File: src/rtl/core/vde_pkg.sv
// Shared types and constants of the vector distance engine.
package vde_pkg;

  localparam int ELEM_BITS    = 16;
  localparam int ACC_BITS     = 48;
  localparam int LEN_BITS     = 10;
  localparam int CNT_BITS     = 16;
  localparam int CFG_IDX_BITS = 2;
  localparam int CFG_BITS     = 16;
  localparam int METRIC_BITS  = 2;
  localparam int PROD_BITS    = 2 * ELEM_BITS + 2;
  localparam int QUEUE_DEPTH  = 4;
  localparam int QPTR_BITS    = $clog2(QUEUE_DEPTH);

  // Q18.30 representation of one.
  localparam logic [ACC_BITS-1:0] ONE_Q30 = ACC_BITS'(1) << 30;

  // Configuration register indexes.
  localparam logic [CFG_IDX_BITS-1:0] CFG_METRIC        = 2'd0;
  localparam logic [CFG_IDX_BITS-1:0] CFG_VECTOR_LENGTH = 2'd1;
  localparam logic [CFG_IDX_BITS-1:0] CFG_BATCH_SIZE    = 2'd2;

  // Metric register codes; the unused code behaves as cosine.
  localparam logic [METRIC_BITS-1:0] METRIC_COSINE = 2'd0;
  localparam logic [METRIC_BITS-1:0] METRIC_L2     = 2'd1;
  localparam logic [METRIC_BITS-1:0] METRIC_DOT    = 2'd2;

  // Register reset values.
  localparam logic [METRIC_BITS-1:0] METRIC_RESET = METRIC_COSINE;
  localparam logic [LEN_BITS-1:0]    LENGTH_RESET = 10'd384;
  localparam logic [CNT_BITS-1:0]    BATCH_RESET  = 16'd1;

  // Operation decided by the front for each pair.
  typedef enum logic [1:0] {
    OP_COS,
    OP_L2,
    OP_DOT
  } op_t;

  typedef struct packed {
    logic signed [ELEM_BITS-1:0] query_elem;
    logic signed [ELEM_BITS-1:0] cand_elem;
  } in_item_t;

  typedef struct packed {
    logic signed [ACC_BITS-1:0] distance;
    logic [CNT_BITS-1:0]        candidate_index;
    logic                       last_in_batch;
  } out_item_t;

  // One classified pair as it waits between front and back.
  typedef struct packed {
    logic signed [ELEM_BITS-1:0] query_elem;
    logic signed [ELEM_BITS-1:0] cand_elem;
    op_t                         op;
    logic                        vec_end;
    logic [CNT_BITS-1:0]         cand_index;
    logic                        last;
  } entry_t;

endpackage

File: src/rtl/core/vector_distance_engine.sv
// Top level of the streaming vector distance engine.
//
//   channel  direction  handshake             payload
//   in       input      in_valid / in_ready   in_data   (query_elem, cand_elem)
//   out      output     out_valid / out_ready out_data  (distance, index, last)
//   cfg      input      cfg_wr_en             cfg_index, cfg_data
//
// One element pair is taken per cycle while the queue has room; a four-entry
// queue sits between the classifying front and the multiply-accumulate back.
// A distance passes through the queue and the multiply, accumulate and output
// register stages after the vector's last pair is transferred.
// Reset is synchronous: counters, accumulator and queue are cleared by it.
// An untaken result stalls the back; the front keeps taking pairs until the
// queue is full.
module vector_distance_engine (
  input  logic                             clk,
  input  logic                             rst,
  input  logic                             cfg_wr_en,
  input  logic [vde_pkg::CFG_IDX_BITS-1:0] cfg_index,
  input  logic [vde_pkg::CFG_BITS-1:0]     cfg_data,
  input  logic                             in_valid,
  output logic                             in_ready,
  input  vde_pkg::in_item_t                in_data,
  output logic                             out_valid,
  input  logic                             out_ready,
  output vde_pkg::out_item_t               out_data
);
  import vde_pkg::*;

  logic   q_full;
  logic   push;
  entry_t push_data;
  logic   pop;
  logic   head_valid;
  entry_t head_data;

  vde_front u_front (
    .clk       (clk),
    .rst       (rst),
    .cfg_wr_en (cfg_wr_en),
    .cfg_index (cfg_index),
    .cfg_data  (cfg_data),
    .in_valid  (in_valid),
    .in_ready  (in_ready),
    .in_data   (in_data),
    .q_full    (q_full),
    .push      (push),
    .push_data (push_data)
  );

  vde_queue u_queue (
    .clk        (clk),
    .rst        (rst),
    .push       (push),
    .push_data  (push_data),
    .full       (q_full),
    .pop        (pop),
    .head_valid (head_valid),
    .head_data  (head_data)
  );

  vde_back u_back (
    .clk        (clk),
    .rst        (rst),
    .head_valid (head_valid),
    .head_data  (head_data),
    .pop        (pop),
    .out_valid  (out_valid),
    .out_ready  (out_ready),
    .out_data   (out_data)
  );

endmodule

File: src/rtl/core/vde_front.sv
// Front end: configuration registers, input transfer and pair classification.
module vde_front (
  input  logic                              clk,
  input  logic                              rst,
  input  logic                              cfg_wr_en,
  input  logic [vde_pkg::CFG_IDX_BITS-1:0]  cfg_index,
  input  logic [vde_pkg::CFG_BITS-1:0]      cfg_data,
  input  logic                              in_valid,
  output logic                              in_ready,
  input  vde_pkg::in_item_t                 in_data,
  input  logic                              q_full,
  output logic                              push,
  output vde_pkg::entry_t                   push_data
);
  import vde_pkg::*;

  logic [METRIC_BITS-1:0] metric;
  logic [LEN_BITS-1:0]    vector_length;
  logic [CNT_BITS-1:0]    batch_size;
  logic [LEN_BITS-1:0]    element_count;
  logic [CNT_BITS-1:0]    candidate_count;

  logic [LEN_BITS-1:0]    len_eff;
  logic [CNT_BITS-1:0]    bsz_eff;
  logic [LEN_BITS-1:0]    elem_inc;
  logic [CNT_BITS:0]      cand_inc;
  logic                   vec_end;
  logic                   last;
  op_t                    op;

  // Write configuration registers
  always_ff @(posedge clk) begin
    if (rst) begin
      metric        <= METRIC_RESET;
      vector_length <= LENGTH_RESET;
      batch_size    <= BATCH_RESET;
    end else if (cfg_wr_en) begin
      unique case (cfg_index)
        CFG_METRIC:        metric        <= cfg_data[METRIC_BITS-1:0];
        CFG_VECTOR_LENGTH: vector_length <= cfg_data[LEN_BITS-1:0];
        CFG_BATCH_SIZE:    batch_size    <= cfg_data[CNT_BITS-1:0];
        default: ;
      endcase
    end
  end

  // Classify the pair: vector end, candidate index, batch end, operation
  always_comb begin
    len_eff  = (vector_length == '0) ? LEN_BITS'(1) : vector_length;
    bsz_eff  = (batch_size == '0) ? CNT_BITS'(1) : batch_size;
    elem_inc = element_count + LEN_BITS'(1);
    vec_end  = (elem_inc >= len_eff);
    cand_inc = {1'b0, candidate_count} + (CNT_BITS+1)'(1);
    last     = (cand_inc >= {1'b0, bsz_eff});
    unique case (metric)
      METRIC_L2:  op = OP_L2;
      METRIC_DOT: op = OP_DOT;
      default:    op = OP_COS;
    endcase
  end

  assign in_ready = !q_full;
  assign push     = in_valid && in_ready;

  always_comb begin
    push_data.query_elem = in_data.query_elem;
    push_data.cand_elem  = in_data.cand_elem;
    push_data.op         = op;
    push_data.vec_end    = vec_end;
    push_data.cand_index = candidate_count;
    push_data.last       = last;
  end

  // Advance element and candidate counters on each transfer
  always_ff @(posedge clk) begin
    if (rst) begin
      element_count   <= '0;
      candidate_count <= '0;
    end else if (push) begin
      element_count <= vec_end ? '0 : elem_inc;
      if (vec_end) begin
        candidate_count <= last ? '0 : cand_inc[CNT_BITS-1:0];
      end
    end
  end

endmodule

File: src/rtl/core/vde_queue.sv
// Small register queue of classified pairs between front and back.
module vde_queue (
  input  logic            clk,
  input  logic            rst,
  input  logic            push,
  input  vde_pkg::entry_t push_data,
  output logic            full,
  input  logic            pop,
  output logic            head_valid,
  output vde_pkg::entry_t head_data
);
  import vde_pkg::*;

  entry_t               slots [QUEUE_DEPTH];
  logic [QPTR_BITS-1:0] wr_ptr;
  logic [QPTR_BITS-1:0] rd_ptr;
  logic [QPTR_BITS:0]   count;
  logic                 do_push;
  logic                 do_pop;

  assign full       = (count == (QPTR_BITS+1)'(QUEUE_DEPTH));
  assign head_valid = (count != '0);
  assign head_data  = slots[rd_ptr];
  assign do_push    = push && !full;
  assign do_pop     = pop && head_valid;

  // Store incoming entries
  always_ff @(posedge clk) begin
    if (do_push) begin
      slots[wr_ptr] <= push_data;
    end
  end

  // Advance pointers and occupancy
  always_ff @(posedge clk) begin
    if (rst) begin
      wr_ptr <= '0;
      rd_ptr <= '0;
      count  <= '0;
    end else begin
      if (do_push) wr_ptr <= wr_ptr + QPTR_BITS'(1);
      if (do_pop)  rd_ptr <= rd_ptr + QPTR_BITS'(1);
      count <= count + (QPTR_BITS+1)'(do_push) - (QPTR_BITS+1)'(do_pop);
    end
  end

endmodule

File: src/rtl/core/vde_back.sv
// Back end: multiply stage, accumulate stage and distance output register.
module vde_back (
  input  logic               clk,
  input  logic               rst,
  input  logic               head_valid,
  input  vde_pkg::entry_t    head_data,
  output logic               pop,
  output logic               out_valid,
  input  logic               out_ready,
  output vde_pkg::out_item_t out_data
);
  import vde_pkg::*;

  logic                        en;
  logic signed [ELEM_BITS:0]   qa;
  logic signed [ELEM_BITS:0]   cb;
  logic signed [ELEM_BITS:0]   diff;
  logic signed [ELEM_BITS:0]   mx;
  logic signed [ELEM_BITS:0]   my;
  logic signed [PROD_BITS-1:0] prod;

  logic                        s1_valid;
  logic [ACC_BITS-1:0]         s1_term;
  logic                        s1_end;
  op_t                         s1_op;
  logic [CNT_BITS-1:0]         s1_index;
  logic                        s1_last;

  logic [ACC_BITS-1:0]         acc;
  logic [ACC_BITS-1:0]         acc_sum;
  logic                        fin_valid;
  logic [ACC_BITS-1:0]         fin_sum;
  op_t                         fin_op;
  logic [CNT_BITS-1:0]         fin_index;
  logic                        fin_last;
  logic [ACC_BITS-1:0]         dist_value;

  // Stall the whole pipeline only while a result waits untaken
  assign en  = !out_valid || out_ready;
  assign pop = en && head_valid;

  // Share one multiplier: squared difference or plain product
  always_comb begin
    qa   = {head_data.query_elem[ELEM_BITS-1], head_data.query_elem};
    cb   = {head_data.cand_elem[ELEM_BITS-1], head_data.cand_elem};
    diff = qa - cb;
    if (head_data.op == OP_L2) begin
      mx = diff;
      my = diff;
    end else begin
      mx = qa;
      my = cb;
    end
    prod = mx * my;
  end

  // Multiply stage
  always_ff @(posedge clk) begin
    if (rst) begin
      s1_valid <= 1'b0;
    end else if (en) begin
      s1_valid <= head_valid;
    end
  end

  always_ff @(posedge clk) begin
    if (en) begin
      s1_term  <= {{(ACC_BITS-PROD_BITS){prod[PROD_BITS-1]}}, prod};
      s1_end   <= head_data.vec_end;
      s1_op    <= head_data.op;
      s1_index <= head_data.cand_index;
      s1_last  <= head_data.last;
    end
  end

  // Accumulate stage; clear at the end of each vector
  assign acc_sum = acc + s1_term;

  always_ff @(posedge clk) begin
    if (rst) begin
      acc       <= '0;
      fin_valid <= 1'b0;
    end else if (en) begin
      fin_valid <= s1_valid && s1_end;
      if (s1_valid) begin
        acc <= s1_end ? '0 : acc_sum;
      end
    end
  end

  always_ff @(posedge clk) begin
    if (en) begin
      fin_sum   <= acc_sum;
      fin_op    <= s1_op;
      fin_index <= s1_index;
      fin_last  <= s1_last;
    end
  end

  // Form the distance from the finished sum
  always_comb begin
    unique case (fin_op)
      OP_L2:   dist_value = fin_sum;
      OP_DOT:  dist_value = '0 - fin_sum;
      default: dist_value = ONE_Q30 - fin_sum;
    endcase
  end

  // Output register
  always_ff @(posedge clk) begin
    if (rst) begin
      out_valid <= 1'b0;
    end else if (en) begin
      out_valid <= fin_valid;
    end
  end

  always_ff @(posedge clk) begin
    if (en && fin_valid) begin
      out_data.distance        <= dist_value;
      out_data.candidate_index <= fin_index;
      out_data.last_in_batch   <= fin_last;
    end
  end

endmodule

File: config.mk
export PLATFORM = sky130hd
export DESIGN_NAME = vector_distance_engine
export DESIGN_NICKNAME = d
export VERILOG_FILES = /design/src/rtl/core/vde_pkg.sv /design/src/rtl/core/vector_distance_engine.sv /design/src/rtl/core/vde_front.sv /design/src/rtl/core/vde_queue.sv /design/src/rtl/core/vde_back.sv
export SDC_FILE = /design/constraint.sdc
export NUM_CORES = 2
export LEC_CHECK = 0
export BUFFER_PORTS_ARGS = -buffer_cell sky130_fd_sc_hd__buf_2
export CAP_MARGIN = 20
export CORE_ASPECT_RATIO = 1.4
export CORE_MARGIN = 2
export CORE_UTILIZATION = 55
export CTS_CLUSTER_SIZE = 12
export DETAILED_ROUTE_END_ITERATION = 10
export PLACE_DENSITY = 0.81
export RECOVER_POWER = 50
export SYNTH_ARGS = -nofsm -noshare
export SYNTH_HDL_FRONTEND = slang
export SYNTH_SLANG_ARGS = --single-unit
File: constraint.sdc
create_clock -name clk -period 20.6 [get_ports clk]
set_input_delay 3.09 -clock clk [delete_from_list [all_inputs] [get_ports clk]]
set_output_delay 3.09 -clock clk [all_outputs]
set_load 0.01 [all_outputs]
Word-level counts from Yosys, hierarchy flattened

Memories as Yosys holds them, arrays and structs flattened. A register that Yosys moved wholly into a read port is not among the register bits.
Cells that the tools add are included.

Memory bits (read-only): 0
Output and inout port bits: 67
Logic and storage cells: 77
Register bits after elaboration: 298
Bits of input ports: 55
Bits in writable memories: 208
Memories kept: 1
Latch bits: 0

Memories:

| name          | words | bits a word | read ports | clocked after Yosys merged registers in | wr ports | line            | RTL |
|---|---|---|---|---|---|---|---|
| u_queue.slots | 4     | 52          | 1          | 1                                       | 1        | vde_queue.sv:14 | `entry_t slots [QUEUE_DEPTH];` |

Bitwise operators: 0
Shifts and indexed selects: 0
Muxes and demuxes: 13
Reductions and logical operators: 18
Multiply operators: 1
Div/mod/pow operators: 0
Magnitude comparators: 2
Equal/unequal tests: 8
Add/subtract/negate cells: 10

Operators with widths:

| kind                                                                  | count |
|---|---|
| 48-bit one-hot mux with 2 select lines                                | 1 |
| 48-bit adder                                                          | 1 |
| 48-bit 2-to-1 mux                                                     | 1 |
| 1-bit by 48-bit subtractor with 48-bit output, first input constant   | 1 |
| 31-bit by 48-bit subtractor with 48-bit output, first input constant  | 1 |
| 17-bit by 17-bit multiplier with 34-bit output                        | 1 |
| 17-bit 2-to-1 mux                                                     | 2 |
| 16-bit 2-to-1 mux                                                     | 2 |
| 10-bit 2-to-1 mux                                                     | 2 |
| 16-bit by 1-bit adder with 17-bit output, second input constant       | 1 |
| 17-bit by 16-bit >= comparator with 1-bit output                      | 1 |
| 16-bit by 16-bit subtractor with 17-bit output                        | 1 |
| 16-bit zero test                                                      | 1 |
| 10-bit by 1-bit adder with 10-bit output, second input constant       | 1 |
| 10-bit >= comparator                                                  | 1 |
| 10-bit zero test                                                      | 1 |
| 2-bit AND reduction                                                   | 5 |
| 2-bit by 1-bit equality test with 1-bit output, second input constant | 4 |
| 2-bit equality test, second input constant                            | 3 |
| 1-bit logical AND                                                     | 6 |
| 2-bit by 1-bit adder with 2-bit output, second input constant         | 2 |
| 2-bit 2-to-1 mux                                                      | 2 |
| 2-bit one-hot mux with 2 select lines                                 | 1 |
| 3-bit by 1-bit adder with 3-bit output                                | 1 |
| other kinds (7)                                                       | 9 |

Longest topological paths before layout

Depth after elaboration: 6
Mapped depth: 39
Depth with buffers taken out: 36

By module

A second synthesis with hierarchy kept.

Cell total of the unflattened synthesis: 3077
Area, all modules: 34820.9 um^2

Modules (own cells, without submodules):

| module    | seq. area each (um^2) | cells each | instances | area each (um^2) |
|---|---|---|---|---|
| vde_back  | 6606.3                | 2325       | 1         | 23297.3 |
| vde_queue | 6426.2                | 321        | 1         | 8032.7 |
| vde_front | 1081.0                | 431        | 1         | 3490.8 |

Worst setup path after synthesis

Ideal clock, no wire load.

Path kind: register to register
From: register with a tool-made name
To: register, netlist name u_back.s1_term[33]
Path slack: 11.481 ns
Clock period less this slack: 9.119 ns
Setup time: 0.260 ns
Data required time: 20.340 ns
Arrival time: 8.859 ns
Buffers on the path: 4
Cell stages (with the launch flop): 36
Path through: dfxtp_1 buf_4 buf_4 buf_2 mux4_2 fa_1 a21o_1 a21oi_1 o21ai_1 a31o_2 a21oi_1 o21ai_1 a31oi_1 mux2i_1 clkbuf_1 a21oi_1 fa_1 inv_1 fa_1 inv_1 fa_1 fa_1 fa_1 inv_1 fa_1 inv_1 ha_1 a21o_1 a21oi_1 inv_1 o21ai_0 a41oi_1 o41a_1 a31oi_1 o21ai_0 xnor2_1

==> run summary <==
status = finished with violations
failing checks = capacitance limit, slew limit
Post-CTS Setup Bufs = 0
DR vias = 22800
synth warn = 0
Mapped Cells = 3032
Worst-path clk slew = 0.06 ns
WP data required = 20.92 ns
Final min period = 11.75 ns
chip height = 299 um
fin worst setup slack = 8.85 ns
Syn Nets = 3571
hold crit path type = flip-flop to flip-flop
Iteration-0 DRC Markers = 1367
RSZ-0062 raised after global routing = no
max incr delay on CP = 2.17 ns
DRT Pass-1 Iters = 5
final WL = 75.0 mm
antenna-violating nets left = 0
Synth Flop Type = edfxtp_1
Async SR Flop Fraction = 0%
fin. max-slew vios = 391
Setup Total Neg Slack = 0 ns
Synth Cell Area = 34300 um2
top cell type's share of synthesized area = 34.5%
CP max FO = 53
Final Cell Area = 37100 um2
Tot GR Track Use = 23.7%
hold_buf cts = 0
cell mode on critical path = fa_1
Critical Path Start Type = flip-flop
Hold Vio Cnt, Final = 0
Initial Util = 55.5%
# fillers = 4915
Site Rows = 108
most frequent cells after synthesis = inv_1 (406), edfxtp_1 (394), fa_1 (300), nor2_1 (267), nand2_1 (241)
#FFs+latches synth = 508
syn avg cell area = 11.3 um2
clk sinks = 508
final-stage net count = 3670
WL/cell = 18.8 um
Finish-stage setup viols = 0
Die X = 215 um
slowest stage cell, crit path = clkbuf_1
top cells by area, synth = edfxtp_1 (35%), fa_1 (18%), ha_1 (6.7%)
post-CTS resize count = 0
CP endpoint kind = flip-flop
sequential share of the synthesized area = 41.2%
Cell variety after synth = 93
diode count = 0
placed instance area = 35700 um2
vias in the first global route = 23900
DRC = 0
Num CTS Buffers = 51
Post-DP HPWL = 56.8 mm
worst skew pair latency = 0.63 ns
worst slew pin tran = 4.36 ns
core footprint = 61800 um2
Placement Setup Slack = 10.59 ns
Post-synth EDFFs = 394
IO Pins = 122
Root Buffer = clkbuf_16
Final Cycle Share = 57.0%
maximum root-to-sink buffer count = 3
max cap viols = 8
TritonCTS clock tree = done
GPL Wtd Cong = 0.992
vias per cell = 5.70
global-route wire length before repair = 122 mm
H-tree Lvls = 2
Critical Path AT = 12.07 ns
layout cells sized above 1 = 8.73%
Yosys top cell by area = edfxtp_1
gr ovfl total = 0
worst rel slew slack = -191%
die area = 64300 um2
largest net degree at the start of global routing = 94
Max Fclk = 0.0851 GHz
port bufs = 121
antenna violations before repair = 0
Area Overhead vs Synth = 8.32%
CP Class = flip-flop to flip-flop
most frequent cell after synthesis = inv_1
Layout Skew = 0.0465 ns
[stage by stage]
stage	hold slack, ns	std cells	util [%]
6_report	0.415	3997	60.1
5_1_grt	0.420	3997	60.1
3_3_place_gp	0.402	3902	57.8
3_5_place_dp	0.405	3902	57.8
2_1_floorplan	0.400	3032	-
4_1_cts	0.416	3996	60.4
[registers in the layout, summed over array words and instances, names as in the netlist, 2 cells and up, named ones only]
signal and count:
u_front.metric 2, u_front.candidate_count 16, u_back.s1_op 2, u_back.fin_op 2, u_queue.rd_ptr 2, u_back.fin_sum 48, u_back.s1_index 16, u_back.fin_index 16
u_back.s1_term 34, u_back.out_data 65, u_back.acc 48, u_queue.count 3, u_queue.slots 208, u_front.batch_size 16, u_front.vector_length 10, u_front.element_count 10
u_queue.wr_ptr 2
[critical path: cells and delay by family, from the launching register on]
kind                       cells  cell delay (ns)
DFF                            1             0.31
adders and majority gates      9             4.04
AOI/OAI and AO/OA             15             3.11
buffers and inverters          8             2.88
muxes                          2             0.93
xor gates and xnor gates       1             0.14
[layer usage]
metal	up-vias	GRT usage (%)	wire, um
li1	10600	-	-
met1	11200	27.1	28300
met2	749	43.0	38700
met3	252	3.54	3710
met4	0	12.5	4310
met5	-	0	0
[path summary, 6_finish.rpt]
path / to / slack [ns] / from / depth (start not counted)
setup / recovery: u_back.s1_term[33]$_DFFE_PN_ / 8.85 / flip-flop / 35
hold / removal: u_back.fin_index[14]$_DFFE_PN_ / 0.42 / u_back.s1_index[14]$_DFFE_PN_ / 0
hold reg to reg: u_back.fin_index[14]$_DFFE_PN_ / 0.42 / u_back.s1_index[14]$_DFFE_PN_ / 0
setup reg to reg: u_back.s1_term[33]$_DFFE_PN_ / 8.85 / flip-flop / 35
[final cells by class]
class,instances,area [um2],area share [%]
multi-input cells,2010,18100,48.7
clock inverters,11,155,0.418
clock buffers,83,1440,3.87
flip-flops and latches,508,14100,38.0
inverters,408,1530,4.13
well taps,825,1030,2.78
repair buffers,152,773,2.08
[cell families (layout without fill, tap and decap cells)]
| kind of cell | after synthesis | in the layout | share of synthesized area (%) |
|---|---|---|---|
| simple gates | 758 | 758 | 10.2 |
| compound gates | 547 | 547 | 10.8 |
| buf+inv | 514 | 654 | 5.83 |
| flops | 508 | 508 | 41.2 |
| fa+ha+maj | 484 | 484 | 24.2 |
| xor+xnor | 160 | 160 | 4.09 |
| mux | 61 | 61 | 3.65 |
[layout by cell type (no fill, tap or decap), types with 21 or more instances in the layout]
cell type / instances
a21o_1: 67
a21oi_1: 185
a22oi_1: 24
and2_1: 21
buf_2: 87
buf_4: 25
clkbuf_1: 69
clkbuf_16: 52
dfxtp_1: 112
edfxtp_1: 394
fa_1: 300
ha_1: 184
inv_1: 405
mux4_2: 51
nand2_1: 241
nand2b_1: 29
nand3_1: 39
nor2_1: 268
nor3_1: 26
o21ai_0: 73
xnor2_1: 94
xor2_1: 66
Power is left out: the tool's default activity adds up to more than one toggle a clock period on the data nets, which glitch-free logic cannot reach.
